File: src/sv/bems_pkg.sv
// bems_pkg: types, codes and byte-lane helpers for the byte enable memory slave
// no dependencies; imported by bems_ctrl, bems_dpath and byte_enable_memory_slave

package bems_pkg;

  localparam int DEPTH_DEFAULT = 4096;
  localparam int IDX_W         = 12;
  localparam int SIZE_W        = 13;
  localparam int DATA_W        = 64;
  localparam int BE_W          = 8;

  localparam logic [SIZE_W-1:0] WORDS_RESET = 13'd4096;

  localparam logic [1:0] STAT_OK         = 2'd0;
  localparam logic [1:0] STAT_BAD        = 2'd1;
  localparam logic [1:0] STAT_MISALIGNED = 2'd2;

  localparam logic [BE_W-1:0] BE_B0    = 8'h01;
  localparam logic [BE_W-1:0] BE_H0    = 8'h03;
  localparam logic [BE_W-1:0] BE_H1    = 8'h0C;
  localparam logic [BE_W-1:0] BE_H2    = 8'h30;
  localparam logic [BE_W-1:0] BE_H3    = 8'hC0;
  localparam logic [BE_W-1:0] BE_W0    = 8'h0F;
  localparam logic [BE_W-1:0] BE_W1    = 8'hF0;
  localparam logic [BE_W-1:0] BE_ALL   = 8'hFF;

  typedef struct packed {
    logic              kind;
    logic [IDX_W-1:0]  word_index;
    logic [BE_W-1:0]   byte_enables;
    logic [DATA_W-1:0] write_data;
    logic              burst;
  } req_t;

  typedef struct packed {
    logic [DATA_W-1:0] read_data;
    logic              bus_error;
    logic [1:0]        access_status;
  } rsp_t;

  typedef enum logic [1:0] {
    S_CLEAR,
    S_IDLE,
    S_ACCESS,
    S_RESULT
  } state_t;

  typedef struct packed {
    logic clr_step;
    logic load_req;
    logic mem_access;
    logic load_rsp;
  } cmd_t;

  typedef struct packed {
    logic clr_done;
  } stat_t;

  function automatic logic [DATA_W-1:0] lane_mask(input logic [BE_W-1:0] be);
    logic [DATA_W-1:0] m;
    m = '0;
    for (int i = 0; i < BE_W; i++) begin
      if (be[i]) m[8*i +: 8] = 8'hFF;
    end
    return m;
  endfunction

  function automatic logic aligned_pattern(input logic [BE_W-1:0] be);
    logic one_hot;
    one_hot = (be != '0) && ((be & (be - BE_B0)) == '0);
    return one_hot || be == BE_H0 || be == BE_H1 || be == BE_H2 || be == BE_H3 ||
           be == BE_W0 || be == BE_W1;
  endfunction

  // lowest contiguous run of set bits
  function automatic logic [BE_W-1:0] lowest_run(input logic [BE_W-1:0] be);
    logic [BE_W-1:0] low;
    logic [BE_W-1:0] sum;
    low = be & (~be + BE_B0);
    sum = be + low;
    return be & ~sum;
  endfunction

endpackage

File: src/sv/bems_ctrl.sv
// bems_ctrl: controller for the byte enable memory slave (clear sweep, access, result)
// depends on bems_pkg; drives commands into bems_dpath

module bems_ctrl (
  input  logic           clk,
  input  logic           rst_n,
  input  logic           in_valid,
  output logic           in_ready,
  output logic           out_valid,
  input  logic           out_ready,
  output bems_pkg::cmd_t cmd,
  input  bems_pkg::stat_t stat
);
  import bems_pkg::*;

  state_t state_r, state_nxt;
  logic   out_valid_r, out_valid_nxt;
  logic   out_free;

  assign out_free = !out_valid_r || out_ready;

  always_comb begin
    state_nxt = state_r;
    unique case (state_r)
      S_CLEAR:  if (stat.clr_done) state_nxt = S_IDLE;
      S_IDLE:   if (in_valid) state_nxt = S_ACCESS;
      S_ACCESS: state_nxt = S_RESULT;
      S_RESULT: if (out_free) state_nxt = S_IDLE;
      default:  state_nxt = S_CLEAR;
    endcase
  end

  always_comb begin
    cmd      = '0;
    in_ready = 1'b0;
    unique case (state_r)
      S_CLEAR:  cmd.clr_step = 1'b1;
      S_IDLE: begin
        in_ready     = 1'b1;
        cmd.load_req = in_valid;
      end
      S_ACCESS: cmd.mem_access = 1'b1;
      S_RESULT: cmd.load_rsp = out_free;
      default:  cmd = '0;
    endcase
  end

  always_comb begin
    out_valid_nxt = out_valid_r;
    if (cmd.load_rsp) begin
      out_valid_nxt = 1'b1;
    end else if (out_ready) begin
      out_valid_nxt = 1'b0;
    end
  end

  always_ff @(posedge clk) begin
    if (!rst_n) begin
      state_r     <= S_CLEAR;
      out_valid_r <= 1'b0;
    end else begin
      state_r     <= state_nxt;
      out_valid_r <= out_valid_nxt;
    end
  end

  assign out_valid = out_valid_r;

endmodule

File: config.mk
export PLATFORM = sky130hd
export DESIGN_NAME = bems_ctrl
export DESIGN_NICKNAME = d
export VERILOG_FILES = /design/src/sv/bems_pkg.sv /design/src/sv/bems_ctrl.sv
export SDC_FILE = /design/constraint.sdc
export NUM_CORES = 1
export LEC_CHECK = 0
export BUFFER_PORTS_ARGS = -buffer_cell sky130_fd_sc_hd__buf_4
export CORE_AREA = 2 2 39 41
export CTS_BUF_LIST = sky130_fd_sc_hd__clkbuf_16
export CTS_CLUSTER_DIAMETER = 200
export DETAILED_ROUTE_END_ITERATION = 7
export DIE_AREA = 0 0 41 43
export PLACE_DENSITY_LB_ADDON = 0.25
export SETUP_SLACK_MARGIN = 0.05
export SYNTH_ARGS = -nofsm -noshare
export SYNTH_HDL_FRONTEND = slang
export SYNTH_SLANG_ARGS = --single-unit
File: constraint.sdc
create_clock -name clk -period 1.7 [get_ports clk]
set_input_delay 0.085 -clock clk [delete_from_list [all_inputs] [get_ports clk]]
set_output_delay 0.085 -clock clk [all_outputs]
set_load 0.02 [all_outputs]
# After elaboration in Yosys (flattened, before gate mapping)

Cells that the tools add are included.
Widths: inputs -> output; s select.

Bits in registers: 3
Output and inout port bits: 6
Logic and storage cells: 24

Equality and inequality tests: 6
Mux-type cells: 11
Reductions and logical operators: 5

Operator list:

| kind               | number |
|---|---|
| $pmux 2 s4         | 1 |
| $mux 1             | 7 |
| $mux 2             | 3 |
| $ne 2x2->1 const B | 3 |
| $eq 2x2->1 const B | 2 |
| $reduce_and 3->1   | 1 |
| $eq 2x1->1 const B | 1 |
| $logic_not 2->1    | 1 |
| $reduce_bool 2->1  | 1 |
| $logic_not 1->1    | 1 |
| $logic_or 1x1->1   | 1 |

# Logic depth before layout (Yosys ltp)

Gate-level depths: netlist of the first run.

Depth in word-level cells: 4
Mapped depth: 4
Mapped depth without buffers: 4

# Worst setup path after synthesis of the first run

Ideal clock, no wire load.

Path type: register to register
From: reg state_r[0]
To: reg state_r[0]
Library setup time: 0.072 ns
Arrival time: 1.410 ns
Data required time: 1.628 ns
Setup slack: 0.218 ns
Cell stages (with the launch flop): 5
Period minus slack after synthesis: 1.482 ns
Cell sequence: dfxtp_1 -> inv_1 -> ha_1 -> a222oi_1 -> mux2i_1

Cells in the longest elaborated chain, start to end: 3
Elaborated cells on any way between the ends: 9

Ends and longest elaborated chain:

| element                            | RTL line        | source |
|---|---|---|
| start: declaration                 | bems_ctrl.sv:16 | `state_t state_r, state_nxt;` |
| start signal: assignment           | bems_ctrl.sv:62 | `state_r <= state_nxt;` |
| $eq 2x2->1 (tied with other cells) | bems_ctrl.sv:24 | `unique case (state_r)` |
| $ne 2x2->1 (no source line)        | --              |  |
| $reduce_and 3->1 (no source line)  | --              |  |

Several ways; a longest one is shown, not always the timed one.
A chain may end at the register's enable or synchronous reset.

# Worst setup path in the final report of the first run

From: reg state_r[0]
To: reg state_r[1]

The elaborated chain is that of the path after synthesis.

==> results.md, run 1 <==
- Most frequent cells in the layout: buf_4, inv_1, ha_1
- CP max stage cell: a222oi_1
- CP cell instances: inv_1 > ha_1 > a222oi_1 > mux2i_1
- Die H: 43 µm
- Min cycle time layout: 1.489 ns
- Die Width: 41 µm
- Worst-margin pin slew: 0.4697 ns
- Post-DP HPWL: 330.6 µm
- Final setup fails: 0
- Crit path kind: register to register
- Setup TNS: 0 ns
- DR DRC count: 0
- Cell depth of the worst setup path: 4
- Placed Area: 307.8 µm²
- CORE AREA: 1384 µm²
- Filler-free cell count of the finished design: 53
- Buffers plus inverters on the worst setup path: 1
- Ports: 11
- HP Class: input pin to register
- Met2 track demand over resource: 0.08750
- Arrival time of the worst setup path: 1.63 ns
- Std cell rows: 14
- Synth unique cells: 11
- Dpl cells: 49
- Share of cells above drive strength 1: 0.3514
- Congestion Overflow GR: 0
- Final instance area: 386.6 µm²
- Hold-fix buffers, CTS: 0
- Die area: 1763 µm²
- Slowest stage delay, CP: 0.47 ns
- Antenna cells: 0
- M1 GR Usage: 0.06410
- Drt pass-1 iters: 4
- Worst Setup End Kind: register
- Crit. Startpoint: state_r[0]
- Synthesis-to-layout area growth: 75.57%
- Internal reg-to-reg setup slack: 0.21 ns
- Fmax: 671.7 MHz
- Highest ir drop seen on vdd: 0.6130 mV
- H-tree depth: 1
- Met3 Track Usage GR: 0.01571
- Initial antenna violation count: 0
- Yosys reg bits: 3
- RD Place Congestion: 0.6619
- Post-route ant nets: 0
- Post-Synthesis Cells: 24
- Crit path capture: state_r[1]
- Sequential-to-total area share from yosys stat: 0.2727
- Worst reg2reg path depth: 4
- Final WL: 415 µm
- Clk root buf: clkbuf_16
- Via count: 187
- Clk slew on worst S/H paths: 0.03 ns
- DRC marker count from the first detailed-route iteration: 1
- Max_slew headroom: 0.6869
- R2R Path Start: state_r[0]
- Vias in the first global route: 179
- Status: finished clean
- Largest net degree at the start of global routing: 6
- Post_cts resized: 0
- Worst-case clock buffer depth: 2
- Worst hold slack: 0.1016 ns
- RSZ-0062 raised after global routing: false
- Mapped Nets: 34
- Max Slew Vio Count: 0
- Leak: 0.2057 nW
- Commonest non-fill, non-tap cell in the layout: buf_4
- Post-CTS Setup Bufs: 0
- YS warnings: 0
- Period utilization: 0.8758
- Drt via density: 3.528
- Largest delay share family, worst path: compound AO/OA/AOI/OAI gates
- Final cell utilization of the core: 0.2794
- Crit start category: register
- Synthesized area per cell: 9.175 µm²
- CTS tree: done
- Worst R2R End: state_r[1]
- Power Density: 1916 nW/µm²
- Worst skew pair latency: 0.22 ns
- Input/output buffers: 10
- GR Util All Layers: 0.06018
- Synth Cell Area: 220.2 µm²
- # nets final: 48
- WL/cell: 7.830 µm
- Critical path fanouts, max: 5
- Sink Count: 3
- Skew final: 0.002183 ns
- First-pass GRT wire length: 669 µm
- WP data required: 1.84 ns
- GRT busiest layer: met2
- Max Cap Viol: 0
- Hold path cells: 2
- Final Hold Fails: 0
- Initial Utilization: 0.1591
- CTS buffer count: 3
area by class of cell:
class / instances / area (µm²)
fillers: 149 / 997.2
multi-input cells: 16 / 137.6
clock buffers: 3 / 75.07
repair buffers: 10 / 75.07
flip-flops and latches: 3 / 60.06
well taps: 16 / 20.02
inverters: 4 / 15.01
clock inverters: 1 / 3.754
worst min path at each step:
stage,from,end,slack [ns]
floorplan,rst_n,out_valid,0.20
global placement,rst_n,out_valid,0.33
detailed placement,rst_n,out_valid,0.33
CTS,rst_n,out_valid,0.10
global route,rst_n,out_valid,0.14
finish,rst_n,out_valid,0.10
sequential cells by signal, summed over array words and instances, names as in the netlist:
name,cells
out_valid,1
state_r,2
cell families after synthesis:
logic type               share of synthesized area
AND/OR/NAND/NOR                             0.1705
AO/OA/AOI/OAI                              0.07956
buffers and inverters                       0.1023
flip-flops                                  0.2727
adder cells (fa/ha/maj)                     0.2841
multiplexers                               0.09091
worst reg2reg max path, delay by kind of cell (launching register included):
kind	cells	cell delay, ns
buf+inv	1	0.08
flops	1	0.39
compound gates	1	0.47
fa+ha+maj	1	0.21
mux	1	0.25
metal layers:
metal	part of all wire	routed length (µm)	vias up
li1	-	-	100
met3	0.089	37	0
met5	0	0	-
met1	0.42	173	81
met4	0	0	0
met2	0.49	205	6
report_power, final:
| group | internal, W | switching, W | leakage, nW |
|---|---|---|---|
| Clock | 0.000303 | 0.0000644 | 0.0423 |
| Combinational | 0.000120 | 0.000137 | 0.139 |
| Sequential | 0.0000926 | 0.0000233 | 0.0247 |
| Total | 0.000516 | 0.000224 | 0.206 |
cells in the mapped netlist:
master	number	area [µm²]
inv_1	4	15.01
nand2_1	3	11.26
o21a_1	1	7.510
dfxtp_1	3	60.06
mux2i_1	2	20.02
buf_4	1	7.510
nor2b_1	2	12.51
a222oi_1	1	10.01
and2_1	1	6.260
or2b_1	1	7.510
ha_1	5	62.56
stage by stage:
step,setup WS [ns],power [W]
floorplan,0.2179,0.0002932
global route,0.06989,0.0007931
CTS,0.1925,0.0007539
global placement,0.2266,0.0003810
detailed placement,0.1989,0.0003794
finish,0.2112,0.0007407
(Power assumes the default switching activity.)
==> run 2: changes to the inputs <==
Settings changed: REMOVE_ABC_BUFFERS set to 1.
==> run 2 against run 1 <==
  * Clock skew is 0.0015 ns lower
  * Die area stayed put
  * Non-clock buffer count stayed put
  * Critical path type unchanged
  * Highest routed layer is now met4
==> results.md, run 2 (synthesized netlist as in run 1, its figures left out) <==
- Met2 track demand over resource: 0.06563 (-0.02187)
- Net Sw Frac: 0.2986 (-0.004488)
- Hold-fix buffers, CTS: 0 (unchanged)
- Min cycle time layout: 1.476 ns (-0.01277 ns)
- Setup TNS: 0 ns (unchanged)
- Commonest non-fill, non-tap cell in the layout: buf_4
- Power Density: 1898 nW/µm² (-0.95%)
- Drt via density: 3.509 (-0.53%)
- Switch Pwr: 0.0002190 W (-2.4%)
- Antenna cells: 0 (unchanged)
- Max Slew Vio Count: 0 (unchanged)
- Worst hold slack: 0.1082 ns (+0.006633 ns)
- Post-DP HPWL: 328.8 µm (-0.54%)
- Skew final: 0.0007094 ns (-0.001473 ns)
- CORE AREA: 1384 µm² (unchanged)
- Max Cap Viol: 0 (unchanged)
- GR Util All Layers: 0.04915 (-0.01103)
- Reg power frac: 0.157 (about the same)
- Internal power: 0.0005146 W (-0.31%)
- Synthesis-to-layout area growth: 75.57% (unchanged)
- WP data required: 1.85 ns (about the same)
- Share of cells above drive strength 1: 0.3514 (unchanged)
- Period utilization: 0.8682 (-0.007511)
- Clock share of power: 0.496 (about the same)
- Via count: 186 (-0.53%)
- CTS buffer count: 3 (unchanged)
- Std cell rows: 14 (unchanged)
- Critical path fanouts, max: 5 (unchanged)
- Initial Utilization: 0.1591 (unchanged)
- Fillers: 148 (-0.67%)
- Die area: 1763 µm² (unchanged)
- RSZ-0062 raised after global routing: false
- Max reg flops: 2 (unchanged)
- Post_cts resized: 0 (unchanged)
- First-pass GRT wire length: 545 µm (-19%)
- Crit path kind: register to register
- DRC marker count from the first detailed-route iteration: 2 (+1)
- Leak: 0.2057 nW (unchanged)
- Dpl ws: 0.2113 ns (+0.01237 ns)
- Clk slew on worst S/H paths: 0.03 ns (about the same)
- Vias in the first global route: 151 (-16%)
- Most frequent cells in the layout: buf_4, inv_1, ha_1
- RD Place Congestion: 0.7215 (+9.0%)
- Initial antenna violation count: 0 (unchanged)
- Internal reg-to-reg setup slack: 0.22 ns (about the same)
- Area occupied by multi-input gates: 137.6 µm² (unchanged)
- Met3 Track Usage GR: 0.01571 (unchanged)
- Sink Count: 3 (unchanged)
- Top reg by flops: state_r
- DR DRC count: 0 (unchanged)
- Largest net degree at the start of global routing: 6 (unchanged)
- Clk root buf: clkbuf_16
- Die Width: 41 µm (unchanged)
- M1 GR Usage: 0.05128 (-0.01282)
- Worst skew pair latency: 0.22 ns (about the same)
- Congestion Overflow GR: 0 (unchanged)
- Drt pass-1 iters: 6 (+2)
- Arrival time of the worst setup path: 1.62 ns (about the same)
- GRT busiest layer: met2
- CTS tree: done
- Final WL: 402 µm (-3.1%)
- Post-route ant nets: 0 (unchanged)
- # nets final: 48 (unchanged)
- Final setup fails: 0 (unchanged)
- Overall Power: 0.0007337 W (-0.95%)
- Highest ir drop seen on vdd: 0.6298 mV (+2.7%)
- H-tree depth: 1 (unchanged)
- Register area: 60.06 µm² (unchanged)
- Status: finished clean
- Worst-case clock buffer depth: 2 (unchanged)
- Final WS setup: 0.2240 ns (+0.01277 ns)
- Die H: 43 µm (unchanged)
- Final Hold Fails: 0 (unchanged)
- Input/output buffers: 10 (unchanged)
- Gate power share: 0.346 (about the same)
- Worst Setup End Kind: register
- Ports: 11 (unchanged)
- Crit start category: register
- Post-CTS Setup Bufs: 0 (unchanged)
- HP Class: input pin to register
- Max_slew headroom: 0.6866 (about the same)
- Fmax: 677.5 MHz (+0.86%)
- WL/cell: 7.585 µm (-3.1%)
- Worst-margin pin slew: 0.4702 ns (+0.0004474 ns)
==> run 2: cell counts in the layout (fill, tap and decap cells not counted) <==
No cell type changed its count.
==> run 2: critical path: stages (launching register included) <==
cell,delay [ns]
dfxtp_1,0.39
inv_1,0.08
ha_1,0.21
a222oi_1,0.47
mux2i_1,0.24
==> run 2: path summary, 6_finish.rpt <==
| check | start | to | depth (start not counted) |
|---|---|---|---|
| worst min register to register | state_r[1] | state_r[1] | 2 |
| worst max-delay path | state_r[0] | state_r[0] | 4 |
| worst min-delay path | rst_n | out_valid | 2 |
| worst max register to register | state_r[0] | state_r[0] | 4 |
==> run 2: metrics by stage <==
step	utilization	area, µm²	std cells
final	0.2794	386.6	53
after floorplan	-	212.7	23
after detailed placement	0.2224	307.8	49
after CTS	0.2794	386.6	53
after global routing	0.2794	386.6	53
after global placement	0.2224	307.8	49
==> run 2: power by group through the flow <==
stage	sequential, W	combinational (W)	clock (W)
final	0.000115	0.000254	0.000364
after global routing	0.000118	0.000287	0.000374
after CTS	0.000116	0.000258	0.000369
after detailed placement	0.000117	0.000258	0
after global placement	0.000119	0.000260	0
after floorplan	0.000115	0.000174	0
==> run 2: layout make-up <==
| type | instances | share of cell area |
|---|---|---|
| clock buffer | 3 | 0.1942 |
| clock inverter | 1 | 0.009709 |
| inverter | 4 | 0.03883 |
| multi-input combinational | 16 | 0.3560 |
| sequential | 3 | 0.1553 |
| tap | 16 | 0.05178 |
| timing repair buffer | 10 | 0.1942 |
==> run 2: metal layers <==
layer / part of all wire / vias up
met1: 0.41 / 76
met5: 0 / -
met3: 0.10 / 2
met4: 0.040 / 0
met2: 0.45 / 8
li1: - / 100
